### src/sv/pdm_pkg.sv
// ----------------------------------------------------------------------------
// pdm_pkg: shared types, constants and tables for the PLL AM/FM demodulator
// Holds the configuration record, controller-to-datapath command codes and
// the CORDIC arctangent table.
// ----------------------------------------------------------------------------
package pdm_pkg;

  localparam int DEF_SAMPLE_WIDTH  = 16;
  localparam int DEF_PHASE_WIDTH   = 32;
  localparam int DEF_CORDIC_STAGES = 16;

  localparam int IDX_W     = 5;
  localparam int CFG_ADDR_W = 3;
  localparam int CFG_DATA_W = 32;

  localparam logic [CFG_ADDR_W-1:0] REG_DEMOD_MODE = 3'd0;
  localparam logic [CFG_ADDR_W-1:0] REG_PROP_GAIN  = 3'd1;
  localparam logic [CFG_ADDR_W-1:0] REG_INTEG_GAIN = 3'd2;
  localparam logic [CFG_ADDR_W-1:0] REG_FREQ_LOW   = 3'd3;
  localparam logic [CFG_ADDR_W-1:0] REG_FREQ_HIGH  = 3'd4;
  localparam logic [CFG_ADDR_W-1:0] REG_FM_GAIN    = 3'd5;

  localparam logic [1:0] MODE_PASS = 2'd0;
  localparam logic [1:0] MODE_AM   = 2'd1;
  localparam logic [1:0] MODE_SAM  = 2'd2;
  localparam logic [1:0] MODE_FM   = 2'd3;

  localparam logic [4:0] OP_NONE     = 5'd0;
  localparam logic [4:0] OP_LOAD     = 5'd1;
  localparam logic [4:0] OP_ROT_PRE  = 5'd2;
  localparam logic [4:0] OP_ROT_IT   = 5'd3;
  localparam logic [4:0] OP_GAIN_X   = 5'd4;
  localparam logic [4:0] OP_GAIN_Y   = 5'd5;
  localparam logic [4:0] OP_VEC_PRE  = 5'd6;
  localparam logic [4:0] OP_VEC_IT   = 5'd7;
  localparam logic [4:0] OP_MAG      = 5'd8;
  localparam logic [4:0] OP_ERR      = 5'd9;
  localparam logic [4:0] OP_FREQ     = 5'd10;
  localparam logic [4:0] OP_PHASE    = 5'd11;
  localparam logic [4:0] OP_DC_UPD   = 5'd12;
  localparam logic [4:0] OP_DC_OUT   = 5'd13;
  localparam logic [4:0] OP_AFC_UPD  = 5'd14;
  localparam logic [4:0] OP_FM_SCALE = 5'd15;
  localparam logic [4:0] OP_FM_TWOPI = 5'd16;
  localparam logic [4:0] OP_FM_OUT   = 5'd17;
  localparam logic [4:0] OP_PASS     = 5'd18;
  localparam logic [4:0] OP_AM_OUT   = 5'd19;
  localparam logic [4:0] OP_OUT_LOAD = 5'd20;

  localparam logic [21:0] INV_GAIN   = 22'd2547003;
  localparam logic [10:0] DC_COEF    = 11'd1049;
  localparam logic [13:0] AFC_COEF   = 14'd10486;
  localparam logic [15:0] TWO_PI_Q13 = 16'd51472;

  typedef struct packed {
    logic [1:0]         demod_mode;
    logic [16:0]        prop_gain;
    logic [23:0]        integ_gain;
    logic signed [31:0] freq_low_limit;
    logic signed [31:0] freq_high_limit;
    logic [15:0]        fm_gain;
  } pdm_cfg_t;

  typedef struct packed {
    logic [4:0]       op;
    logic [IDX_W-1:0] idx;
  } pdm_cmd_t;

  function automatic logic [31:0] pdm_atan(input logic [IDX_W-1:0] i);
    logic [31:0] v;
    case (i)
      5'd0:  v = 32'h20000000;
      5'd1:  v = 32'h12E4051E;
      5'd2:  v = 32'h09FB385B;
      5'd3:  v = 32'h051111D4;
      5'd4:  v = 32'h028B0D43;
      5'd5:  v = 32'h0145D7E1;
      5'd6:  v = 32'h00A2F61E;
      5'd7:  v = 32'h00517C55;
      5'd8:  v = 32'h0028BE53;
      5'd9:  v = 32'h00145F2F;
      5'd10: v = 32'h000A2F98;
      5'd11: v = 32'h000517CC;
      5'd12: v = 32'h00028BE6;
      5'd13: v = 32'h000145F3;
      5'd14: v = 32'h0000A2FA;
      5'd15: v = 32'h0000517D;
      5'd16: v = 32'h000028BE;
      5'd17: v = 32'h0000145F;
      5'd18: v = 32'h00000A30;
      5'd19: v = 32'h00000518;
      5'd20: v = 32'h0000028C;
      5'd21: v = 32'h00000146;
      5'd22: v = 32'h000000A3;
      5'd23: v = 32'h00000051;
      default: v = 32'h00000000;
    endcase
    return v;
  endfunction

endpackage

### src/sv/pdm_ctrl.sv
// ----------------------------------------------------------------------------
// pdm_ctrl: sequencer of the PLL AM/FM demodulator
// Steps the datapath through the CORDIC iterations, the loop update and the
// output computation, and runs the input and output handshakes.
// ----------------------------------------------------------------------------
module pdm_ctrl #(
  parameter int CORDIC_STAGES = pdm_pkg::DEF_CORDIC_STAGES
) (
  input  logic              clk,
  input  logic              rst,
  input  logic [1:0]        mode,
  input  logic              in_valid,
  output logic              in_ready,
  output logic              out_valid,
  input  logic              out_ready,
  output pdm_pkg::pdm_cmd_t cmd
);
  import pdm_pkg::*;

  localparam logic [3:0] S_IDLE    = 4'd0;
  localparam logic [3:0] S_ROT_PRE = 4'd1;
  localparam logic [3:0] S_ROT_IT  = 4'd2;
  localparam logic [3:0] S_GAIN_X  = 4'd3;
  localparam logic [3:0] S_GAIN_Y  = 4'd4;
  localparam logic [3:0] S_VEC_PRE = 4'd5;
  localparam logic [3:0] S_VEC_IT  = 4'd6;
  localparam logic [3:0] S_MAG     = 4'd7;
  localparam logic [3:0] S_ERR     = 4'd8;
  localparam logic [3:0] S_FREQ    = 4'd9;
  localparam logic [3:0] S_PHASE   = 4'd10;
  localparam logic [3:0] S_POST1   = 4'd11;
  localparam logic [3:0] S_POST2   = 4'd12;
  localparam logic [3:0] S_POST3   = 4'd13;
  localparam logic [3:0] S_POST4   = 4'd14;
  localparam logic [3:0] S_WAIT    = 4'd15;

  localparam logic [IDX_W-1:0] LAST_IDX = IDX_W'(CORDIC_STAGES - 1);

  logic [3:0]       state, state_next;
  logic [IDX_W-1:0] idx, idx_next;
  logic             out_valid_next;
  logic             accept;
  logic             last_it;

  assign in_ready = (state == S_IDLE);
  assign accept   = in_valid && in_ready;
  assign last_it  = (idx == LAST_IDX);

  always_comb begin
    state_next = state;
    idx_next   = idx;
    cmd.op     = OP_NONE;
    cmd.idx    = idx;
    case (state)
      S_IDLE: begin
        if (accept) begin
          cmd.op = OP_LOAD;
          case (mode)
            MODE_PASS: state_next = S_POST1;
            MODE_AM:   state_next = S_VEC_PRE;
            default:   state_next = S_ROT_PRE;
          endcase
        end
      end
      S_ROT_PRE: begin
        cmd.op     = OP_ROT_PRE;
        idx_next   = '0;
        state_next = S_ROT_IT;
      end
      S_ROT_IT: begin
        cmd.op   = OP_ROT_IT;
        idx_next = idx + 1'b1;
        if (last_it) begin
          state_next = S_GAIN_X;
        end
      end
      S_GAIN_X: begin
        cmd.op     = OP_GAIN_X;
        state_next = S_GAIN_Y;
      end
      S_GAIN_Y: begin
        cmd.op     = OP_GAIN_Y;
        state_next = S_VEC_PRE;
      end
      S_VEC_PRE: begin
        cmd.op     = OP_VEC_PRE;
        idx_next   = '0;
        state_next = S_VEC_IT;
      end
      S_VEC_IT: begin
        cmd.op   = OP_VEC_IT;
        idx_next = idx + 1'b1;
        if (last_it) begin
          state_next = S_MAG;
        end
      end
      S_MAG: begin
        cmd.op     = OP_MAG;
        state_next = (mode == MODE_AM) ? S_POST1 : S_ERR;
      end
      S_ERR: begin
        cmd.op     = OP_ERR;
        state_next = S_FREQ;
      end
      S_FREQ: begin
        cmd.op     = OP_FREQ;
        state_next = S_PHASE;
      end
      S_PHASE: begin
        cmd.op     = OP_PHASE;
        state_next = S_POST1;
      end
      S_POST1: begin
        case (mode)
          MODE_PASS: begin
            cmd.op     = OP_PASS;
            state_next = S_WAIT;
          end
          MODE_AM: begin
            cmd.op     = OP_AM_OUT;
            state_next = S_WAIT;
          end
          MODE_SAM: begin
            cmd.op     = OP_DC_UPD;
            state_next = S_POST2;
          end
          default: begin
            cmd.op     = OP_AFC_UPD;
            state_next = S_POST2;
          end
        endcase
      end
      S_POST2: begin
        if (mode == MODE_SAM) begin
          cmd.op     = OP_DC_OUT;
          state_next = S_WAIT;
        end else begin
          cmd.op     = OP_FM_SCALE;
          state_next = S_POST3;
        end
      end
      S_POST3: begin
        cmd.op     = OP_FM_TWOPI;
        state_next = S_POST4;
      end
      S_POST4: begin
        cmd.op     = OP_FM_OUT;
        state_next = S_WAIT;
      end
      S_WAIT: begin
        if (!out_valid || out_ready) begin
          cmd.op     = OP_OUT_LOAD;
          state_next = S_IDLE;
        end
      end
      default: begin
        state_next = S_IDLE;
      end
    endcase
  end

  always_comb begin
    out_valid_next = out_valid;
    if (cmd.op == OP_OUT_LOAD) begin
      out_valid_next = 1'b1;
    end else if (out_ready) begin
      out_valid_next = 1'b0;
    end
  end

  always_ff @(posedge clk) begin
    if (rst) begin
      state     <= S_IDLE;
      idx       <= '0;
      out_valid <= 1'b0;
    end else begin
      state     <= state_next;
      idx       <= idx_next;
      out_valid <= out_valid_next;
    end
  end

  a_accept_leaves_idle: assert property (@(posedge clk) disable iff (rst)
    accept |=> state != S_IDLE)
    else $error("accepted item did not start processing");

  a_rot_ends: assert property (@(posedge clk) disable iff (rst)
    (state == S_ROT_IT && last_it) |=> state == S_GAIN_X)
    else $error("rotation did not end after the last stage");

  a_result_held: assert property (@(posedge clk) disable iff (rst)
    (out_valid && !out_ready) |=> out_valid)
    else $error("pending result was dropped");

endmodule

### config.mk
export PLATFORM = sky130hd
export DESIGN_NAME = pdm_ctrl
export DESIGN_NICKNAME = d
export VERILOG_FILES = /design/src/sv/pdm_pkg.sv /design/src/sv/pdm_ctrl.sv
export SDC_FILE = /design/constraint.sdc
export NUM_CORES = 1
export LEC_CHECK = 0
export BUFFER_PORTS_ARGS = -buffer_cell sky130_fd_sc_hd__buf_4
export CORE_MARGIN = 2
export CORE_UTILIZATION = 25
export CTS_BUF_LIST = sky130_fd_sc_hd__clkbuf_4 sky130_fd_sc_hd__clkbuf_8 sky130_fd_sc_hd__clkbuf_16
export DETAILED_ROUTE_END_ITERATION = 10
export PLACE_DENSITY = 0.54
export SLEW_MARGIN = 20
export SYNTH_ARGS = -nofsm -noshare
export SYNTH_HDL_FRONTEND = slang
export SYNTH_SLANG_ARGS = --single-unit
### constraint.sdc
create_clock -name clk -period 2 [get_ports clk]
set_input_delay 0.3 -clock clk [delete_from_list [all_inputs] [get_ports clk]]
set_output_delay 0.3 -clock clk [all_outputs]
set_load 0.02 [all_outputs]
==> flow_summary.ini, run 1 <==
[synthesis]
netlist_area_sq_um = 815
netlist.area_leader.share_pct = 24.6
ys_ff_latch = 10
synth_area_leader_cell = dfxtp_1
yosysWarnings = 0
synth_edf_count = 0
synthArstFlopShare_pct = 0
syn_inst = 111
ys_types = 40
netlist_top_cells_area = dfxtp_1 25%, a21oi_1 6.1%, o21ai_0 4.9%
syn_nets = 119
avgSynthCellArea_sq_um = 7.34
ys_seq_area_share_pct = 24.6
synth_commonest_cells = 10 x a21oi_1, 10 x dfxtp_1, 10 x nor2_1
yosys_most_used_dff = dfxtp_1

[clock_tree]
insertion_delay_ns = 0.27
cts_resized = 0
clockRootBuffer = clkbuf_4
path_clk_slew_ns = 0.07
clock_sinks = 10
tritoncts = built
clk_path_buf_depth = 2
h-tree-depth = 1
cts_buffers = 3
post_cts_buffers = 0
hold_buffers = 0

[drt]
drt_iter0_markers = 17
met3_length_um = 110
top_layer = met4
drc = 0
wl_met2_um = 1010
vias = 857
drtAntennaViolNets = 0
routedWlPerCell_um = 12.7
first_pass_iters = 4
route.layer.met1.wl_um = 1030
via_per_inst = 5.04
routed_wirelength_um = 2160

[pwr]
vdd_ir_drop_max_uv = 455
power-per-cell-area_nw_per_um2 = 1380
p_leak_nw = 0.393

[setup_path]
critical_path.max_stage_delay_ns = 0.60
critical_path.cell_chain = or4_4 -> inv_1 -> buf_4
r2r-start = idx[0]$_SDFFE_PP0P_
endpoint_kind = output port
cp.arrival_ns = 1.52
crit_type = reg -> out
path_delay_family = simple AND/OR/NAND/NOR gates
startpoint_type = register
worst_ep_required_time_ns = 1.70
crit_slowest_cell = or4_4
cp_max_fo = 22
crit_start = state[2]$_SDFFE_PP0P_
worst-path-buf-inv = 2

[worst_hold_path]
hp-start = rst
hold_class = in -> reg

[floorplan]
die_w_um = 61.1
die_y_um = 61.1
num_rows = 20
start_util_pct = 26.5
dieArea_sq_um = 3730
io_pins = 18
core_sq_um = 3080

[flow_run]
drv_cap = 0

[sta]
setup_viol = 0
relSlewSlack_pct = 73.4
fin_skew_ns = 0.000614
slew_violations = 0
hold_ws_ns = 0.284
period_minus_slack_ns = 1.82
hold_violations = 0
finalCritPeriodShare_pct = 91.0
worstMarginPinSlew_ns = 0.399
fmax_mhz = 550
setup_tns_ns = 0
rsz0062_at_grt = false

[finish]
final_util_pct = 33.0
syn2layout_area_growth_pct = 24.6
fin_area_sq_um = 1010
ff_latch_area_sq_um = 203
drive_gt1_share_pct = 24.6
nFillCells = 349
multi_input_area_sq_um = 548
n_antenna_cell = 0
final_nets = 135

[global_routing]
grt_overflow = 0
antenna_found_initial = 0
grt_pass1_vias = 806
grt_pass1_wl_um = 3710
grt_use_total_pct = 13.2
grt_max_degree = 24

[place]
place.gp.congestion = 0.799
dpl.hpwl_um = 1570
port_buffers = 17
placed_cell_area_sq_um = 976

[run_status]
status = finished clean
==> worst paths after layout <==
path                           end  slack [ns]  cells after the start
min          state[1]$_SDFFE_PP0P_        0.28                      2
max reg2reg  state[2]$_SDFFE_PP0P_        0.34                      7
min reg2reg    idx[2]$_SDFFE_PP0P_        0.55                      2
max                       in_ready        0.18                      3
==> routing by layer <==
layer | up-vias | track usage, %
met5 | - | 0
met4 | 0 | 1.86
met3 | 3 | 4.41
met2 | 13 | 21.9
met1 | 404 | 17.1
li1 | 437 | -
==> layout by cell type (no fill, tap or decap), types with 2 or more instances in the layout <==
cell,instances
a21oi_1,10
a22oi_1,3
a2bb2oi_1,2
buf_4,20
clkbuf_4,3
dfxtp_1,8
dfxtp_2,2
ha_1,2
inv_1,6
mux2i_1,2
nand2_1,3
nand2b_1,4
nand3_1,2
nand4_1,3
nor2_1,10
nor2b_1,4
nor3_1,7
nor4_1,2
o211ai_1,2
o21a_1,2
o21ai_0,8
o22ai_1,2
xnor2_1,2
==> where the power goes <==
| group | total [mW] | switching [mW] | internal (mW) |
|---|---|---|---|
| Sequential | 0.345 | 0.101 | 0.245 |
| Combinational | 0.869 | 0.485 | 0.384 |
| Clock | 0.183 | 0.0727 | 0.111 |
==> stage by stage <==
step	std cells	setup slack [ns]	power [mW]
after detailed placement	166	0.295	1.22
after global placement	166	0.305	1.22
after CTS	170	0.00141	1.41
final	170	0.181	1.40
after floorplan	111	0.192	0.974
after global routing	170	0.0959	1.52
==> worst reg2reg max path: stages, from the launching register on <==
cell     delay [ns]
dfxtp_1        0.42
ha_1           0.21
and3_1         0.17
ha_1           0.13
nor2b_1        0.04
o21a_1         0.21
nor4_1         0.29
nor3_1         0.08
==> area by class of cell <==
class	count	share of cell area [%]
Multi-Input combinational cell	86	54.0
Sequential cell	10	20.0
Timing Repair Buffer	20	14.8
Tap cell	44	5.43
Clock buffer	4	3.58
Inverter	6	2.22
==> state kept, by name (all words and copies together), names as in the netlist <==
| register | cells |
|---|---|
| idx | 5 |
| state | 4 |
| out_valid | 1 |
==> logic make-up after synthesis <==
family,share of synthesized area (%)
compound gates,27.6
xor+xnor,3.23
mux,3.84
simple gates,29.5
buf+inv,8.14
flops,24.6
fa+ha+maj,3.07
(Power assumes the default switching activity.)
==> inputs of run 2 (changes only) <==
- CORE_UTILIZATION: 25 -> 56
- PLACE_DENSITY: 0.54 -> 0.93
- clock period: 2 -> 2.3 ns (I/O delays scaled with it)
==> run 2 against run 1 <==
First-iteration DRC count rose by 110%. Non-clock buffer count decreased by 1. Hold slack improved by 0.035 ns. Sequential share of layout area up 0.70 points. Register-to-register slack improved by 0.20 ns. Routed wire length down 6.6%. Global-route usage increased by 12 points. Design area fell by 4.6%. Largest power group unchanged. Highest routed layer is now met3.
==> flow_summary.ini, run 2 (synthesis results as in run 1) <==
[run_status]
status = finished clean

[drt]
via_per_inst = 6.26
routed_wirelength_um = 2020
drtAntennaViolNets = 0
drt_iter0_markers = 35
vias = 876
drc = 0
first_pass_iters = 4
routedWlPerCell_um = 14.4

[worst_hold_path]
hold_class = in -> reg

[pwr]
vdd_ir_drop_max_uv = 744
netSwitchingFraction_pct = 47.5
p_int_uw = 632
p_clk_share_pct = 13.3
p_leak_nw = 0.387
p_comb_share_pct = 61.3
p_seq_share_pct = 25.4
p_switching_uw = 572
power-per-cell-area_nw_per_um2 = 1240

[finish]
top_regs = idx x5, state x4, out_valid x1
top_register = idx
final_cell_mix = 19 x buf_4, 10 x a21oi_1, 10 x nor2_1, 10 x dfxtp_1, 8 x o21ai_0
ff_latch_area_sq_um = 200
fin_area_sq_um = 968
n_antenna_cell = 0
syn2layout_area_growth_pct = 18.9
multi_input_area_sq_um = 548
final_util_pct = 72.6
largest_reg_flops = 5
final_common_cell = buf_4
nFillCells = 105
drive_gt1_share_pct = 22.4
final_nets = 134

[clock_tree]
cts_buffers = 3
post_cts_buffers = 0
h-tree-depth = 1
clockRootBuffer = clkbuf_4
path_clk_slew_ns = 0.07
insertion_delay_ns = 0.27
tritoncts = built
hold_buffers = 0
clk_path_buf_depth = 2
cts_resized = 0
clock_sinks = 10

[floorplan]
start_util_pct = 61.1
core_sq_um = 1330
die_w_um = 42.1
die_y_um = 42.1
dieArea_sq_um = 1780
num_rows = 13
io_pins = 18

[sta]
hold_ws_ns = 0.319
rsz0062_at_grt = false
slew_violations = 0
hold_violations = 0
worstMarginPinSlew_ns = 0.718
setup_viol = 0
fin_ws_ns = 0.289
fmax_mhz = 497
setup_tns_ns = 0
fin_skew_ns = 0.00323
relSlewSlack_pct = 52.0
period_minus_slack_ns = 2.01
finalCritPeriodShare_pct = 87.4

[global_routing]
grt_use_total_pct = 25.0
grt_max_degree = 24
antenna_found_initial = 0
grt_pass1_wl_um = 3510
grt_overflow = 0
grt_pass1_vias = 794

[flow_run]
drv_cap = 0

[setup_path]
startpoint_type = register
crit_type = reg -> out
cp.arrival_ns = 1.67
endpoint_kind = output port
worst_ep_required_time_ns = 1.96
cp_max_fo = 23

[place]
dpl.hpwl_um = 1440
place.gp.congestion = 0.890
port_buffers = 17
pre_cts_ws_ns = 0.589
placed_cell_area_sq_um = 932
==> run 2: cell types whose count changed in the layout (fill, tap and decap cells not counted) <==
cell and delta:
dfxtp_1 +2, dfxtp_2 -2, buf_4 -1
==> run 2: worst paths after layout <==
kind	startpoint	to	slack [ns]	cells past startpoint
worst min register to register	idx[2]$_SDFFE_PP0P_	idx[2]$_SDFFE_PP0P_	0.55	2
worst max-delay path	state[3]$_SDFFE_PP0P_	cmd[6]	0.29	3
worst max register to register	idx[0]$_SDFFE_PP0P_	state[2]$_SDFFE_PP0P_	0.54	7
worst min-delay path	rst	state[1]$_SDFFE_PP0P_	0.32	2
==> run 2: metrics by stage <==
| step | instances | power [mW] |
|---|---|---|
| finish | 140 | 1.20 |
| global route | 140 | 1.29 |
| CTS | 140 | 1.20 |
| global placement | 136 | 1.02 |
| detailed placement | 136 | 1.03 |
| floorplan | 111 | 0.847 |
==> run 2: power groups by stage <==
stage / clock, mW / sequential, mW / combinational [mW]
floorplan: 0 / 0.255 / 0.591
global placement: 0 / 0.303 / 0.715
detailed placement: 0 / 0.307 / 0.727
finish: 0.160 / 0.306 / 0.738
global route: 0.171 / 0.319 / 0.803
CTS: 0.161 / 0.304 / 0.734
==> run 2: final cells by class <==
cell class,instances,share of cell area (%)
multi-input cells,86,56.6
well taps,15,1.94
flip-flops and latches,10,20.7
inverters,6,2.33
repair buffers,19,14.7
clock buffers,4,3.75
==> run 2: critical path, stage by stage, from the launching register on <==
cell and delay [ns]:
dfxtp_1 0.78, nand2_1 0.20, a32o_1 0.25, buf_4 0.15
==> run 2: metal layers <==
layer,track usage (%),part of all wire (%),vias to the layer above
li1,-,-,435
met1,35.3,44,400
met2,40.0,48,41
met3,7.76,7.8,0
met4,0.625,0,0
met5,0,0,-
==> inputs of run 3 (changes only) <==
- CORE_UTILIZATION: 56 -> 59
- CTS_BUF_LIST: sky130_fd_sc_hd__clkbuf_4 sky130_fd_sc_hd__clkbuf_8 sky130_fd_sc_hd__clkbuf_16 -> sky130_fd_sc_hd__clkbuf_4
- PLACE_DENSITY: 0.93 -> 0.95
==> run 3 against run 2 <==
Design area decreased by 1.0%. Fmax decreased by 1.8%. Via count increased by 5.3%. Hold slack got worse by 0.00094 ns. Highest routed layer is now met4. Combinational power increased by 3%. Non-clock buffer count unchanged. Global-route usage increased by 4.7 points. Critical path type unchanged. Sequential share of layout area increased by 0.22 points.
==> flow_summary.ini, run 3 (synthesis results as in run 1) <==
[setup_path]
startpoint_type = register
endpoint_kind = output port
crit_type = reg -> out
cp.arrival_ns = 1.70
cp_max_fo = 23
worst_ep_required_time_ns = 1.96

[finish]
top_regs = idx x5, state x4, out_valid x1
drive_gt1_share_pct = 21.6
syn2layout_area_growth_pct = 17.7
n_antenna_cell = 0
nFillCells = 114
largest_reg_flops = 5
final_util_pct = 73.7
final_common_cell = buf_4
final_nets = 134
fin_cells = 140
final_cell_mix = 19 x buf_4, 10 x a21oi_1, 10 x nor2_1, 10 x dfxtp_1, 8 x o21ai_0
top_register = idx

[clock_tree]
cts_buffers = 3
clk_path_buf_depth = 2
h-tree-depth = 1
path_clk_slew_ns = 0.08
tritoncts = built
hold_buffers = 0
clockRootBuffer = clkbuf_4
insertion_delay_ns = 0.28
post_cts_buffers = 0
clock_sinks = 10
cts_resized = 0

[flow_run]
drv_cap = 0

[run_status]
status = finished clean

[worst_hold_path]
hold_class = in -> reg

[global_routing]
grt_overflow = 0
grt_use_total_pct = 29.8
grt_pass1_vias = 741
antenna_found_initial = 0
grt_pass1_wl_um = 3220
grt_max_degree = 24

[pwr]
power-per-cell-area_nw_per_um2 = 1250
vdd_ir_drop_max_uv = 627
p_leak_nw = 0.381

[drt]
routedWlPerCell_um = 15.8
vias = 922
drc = 0
first_pass_iters = 4
routed_wirelength_um = 2220
drtAntennaViolNets = 0
via_per_inst = 6.59
drt_iter0_markers = 57

[sta]
period_minus_slack_ns = 2.05
slew_violations = 0
relSlewSlack_pct = 49.4
fin_skew_ns = 0.00921
hold_ws_ns = 0.318
rsz0062_at_grt = false
setup_tns_ns = 0
fin_ws_ns = 0.254
setup_viol = 0
hold_violations = 0
fmax_mhz = 489
worstMarginPinSlew_ns = 0.757
finalCritPeriodShare_pct = 89.0

[place]
port_buffers = 17
dpl.cell_count = 136
dpl.hpwl_um = 1490
pre_cts_ws_ns = 0.563
place.gp.congestion = 0.826

[floorplan]
start_util_pct = 62.6
dieArea_sq_um = 1690
core_sq_um = 1300
io_pins = 18
die_w_um = 41.2
die_y_um = 41.2
num_rows = 13
==> run 3: through the flow <==
stage | total power [mW] | cell area [sq um]
floorplan | 0.847 | 815
global placement | 1.02 | 932
detailed placement | 1.04 | 932
CTS | 1.18 | 958
global route | 1.27 | 958
finish | 1.20 | 958
==> run 3: where the power goes <==
part	switching (mW)	internal [mW]
clock	0.0695	0.0630
sequential	0.0958	0.210
combinational	0.432	0.326
==> run 3: worst paths after layout <==
path / cells after the start / startpoint / to / slack (ns)
setup / recovery: 3 / state[3]$_SDFFE_PP0P_ / cmd[6] / 0.25
hold / removal: 2 / rst / state[1]$_SDFFE_PP0P_ / 0.32
setup reg to reg: 7 / idx[0]$_SDFFE_PP0P_ / state[1]$_SDFFE_PP0P_ / 0.54
hold reg to reg: 2 / idx[4]$_SDFFE_PP0P_ / idx[4]$_SDFFE_PP0P_ / 0.56
==> run 3: critical path: stages (launching register included) <==
cell and delay, ns:
dfxtp_1 0.82, nand2_1 0.20, a32o_1 0.25, buf_4 0.15
==> run 3: final cells by class <==
cell class,count,area [sq um],share of cell area (%)
tap,15,18.8,1.96
clock inverter,1,3.75,0.392
multi-input combinational,86,548,57.2
inverter,6,22.5,2.35
sequential,10,200,20.9
timing repair buffer,19,143,14.9
clock buffer,3,22.5,2.35
==> run 3: per-layer routing <==
layer,global-route usage [%],vias to the layer above,wire length (um)
met5,0,-,0
met4,10.5,0,26
met3,10.3,4,117
met2,50.4,32,1120
met1,34.3,450,957
li1,-,436,-
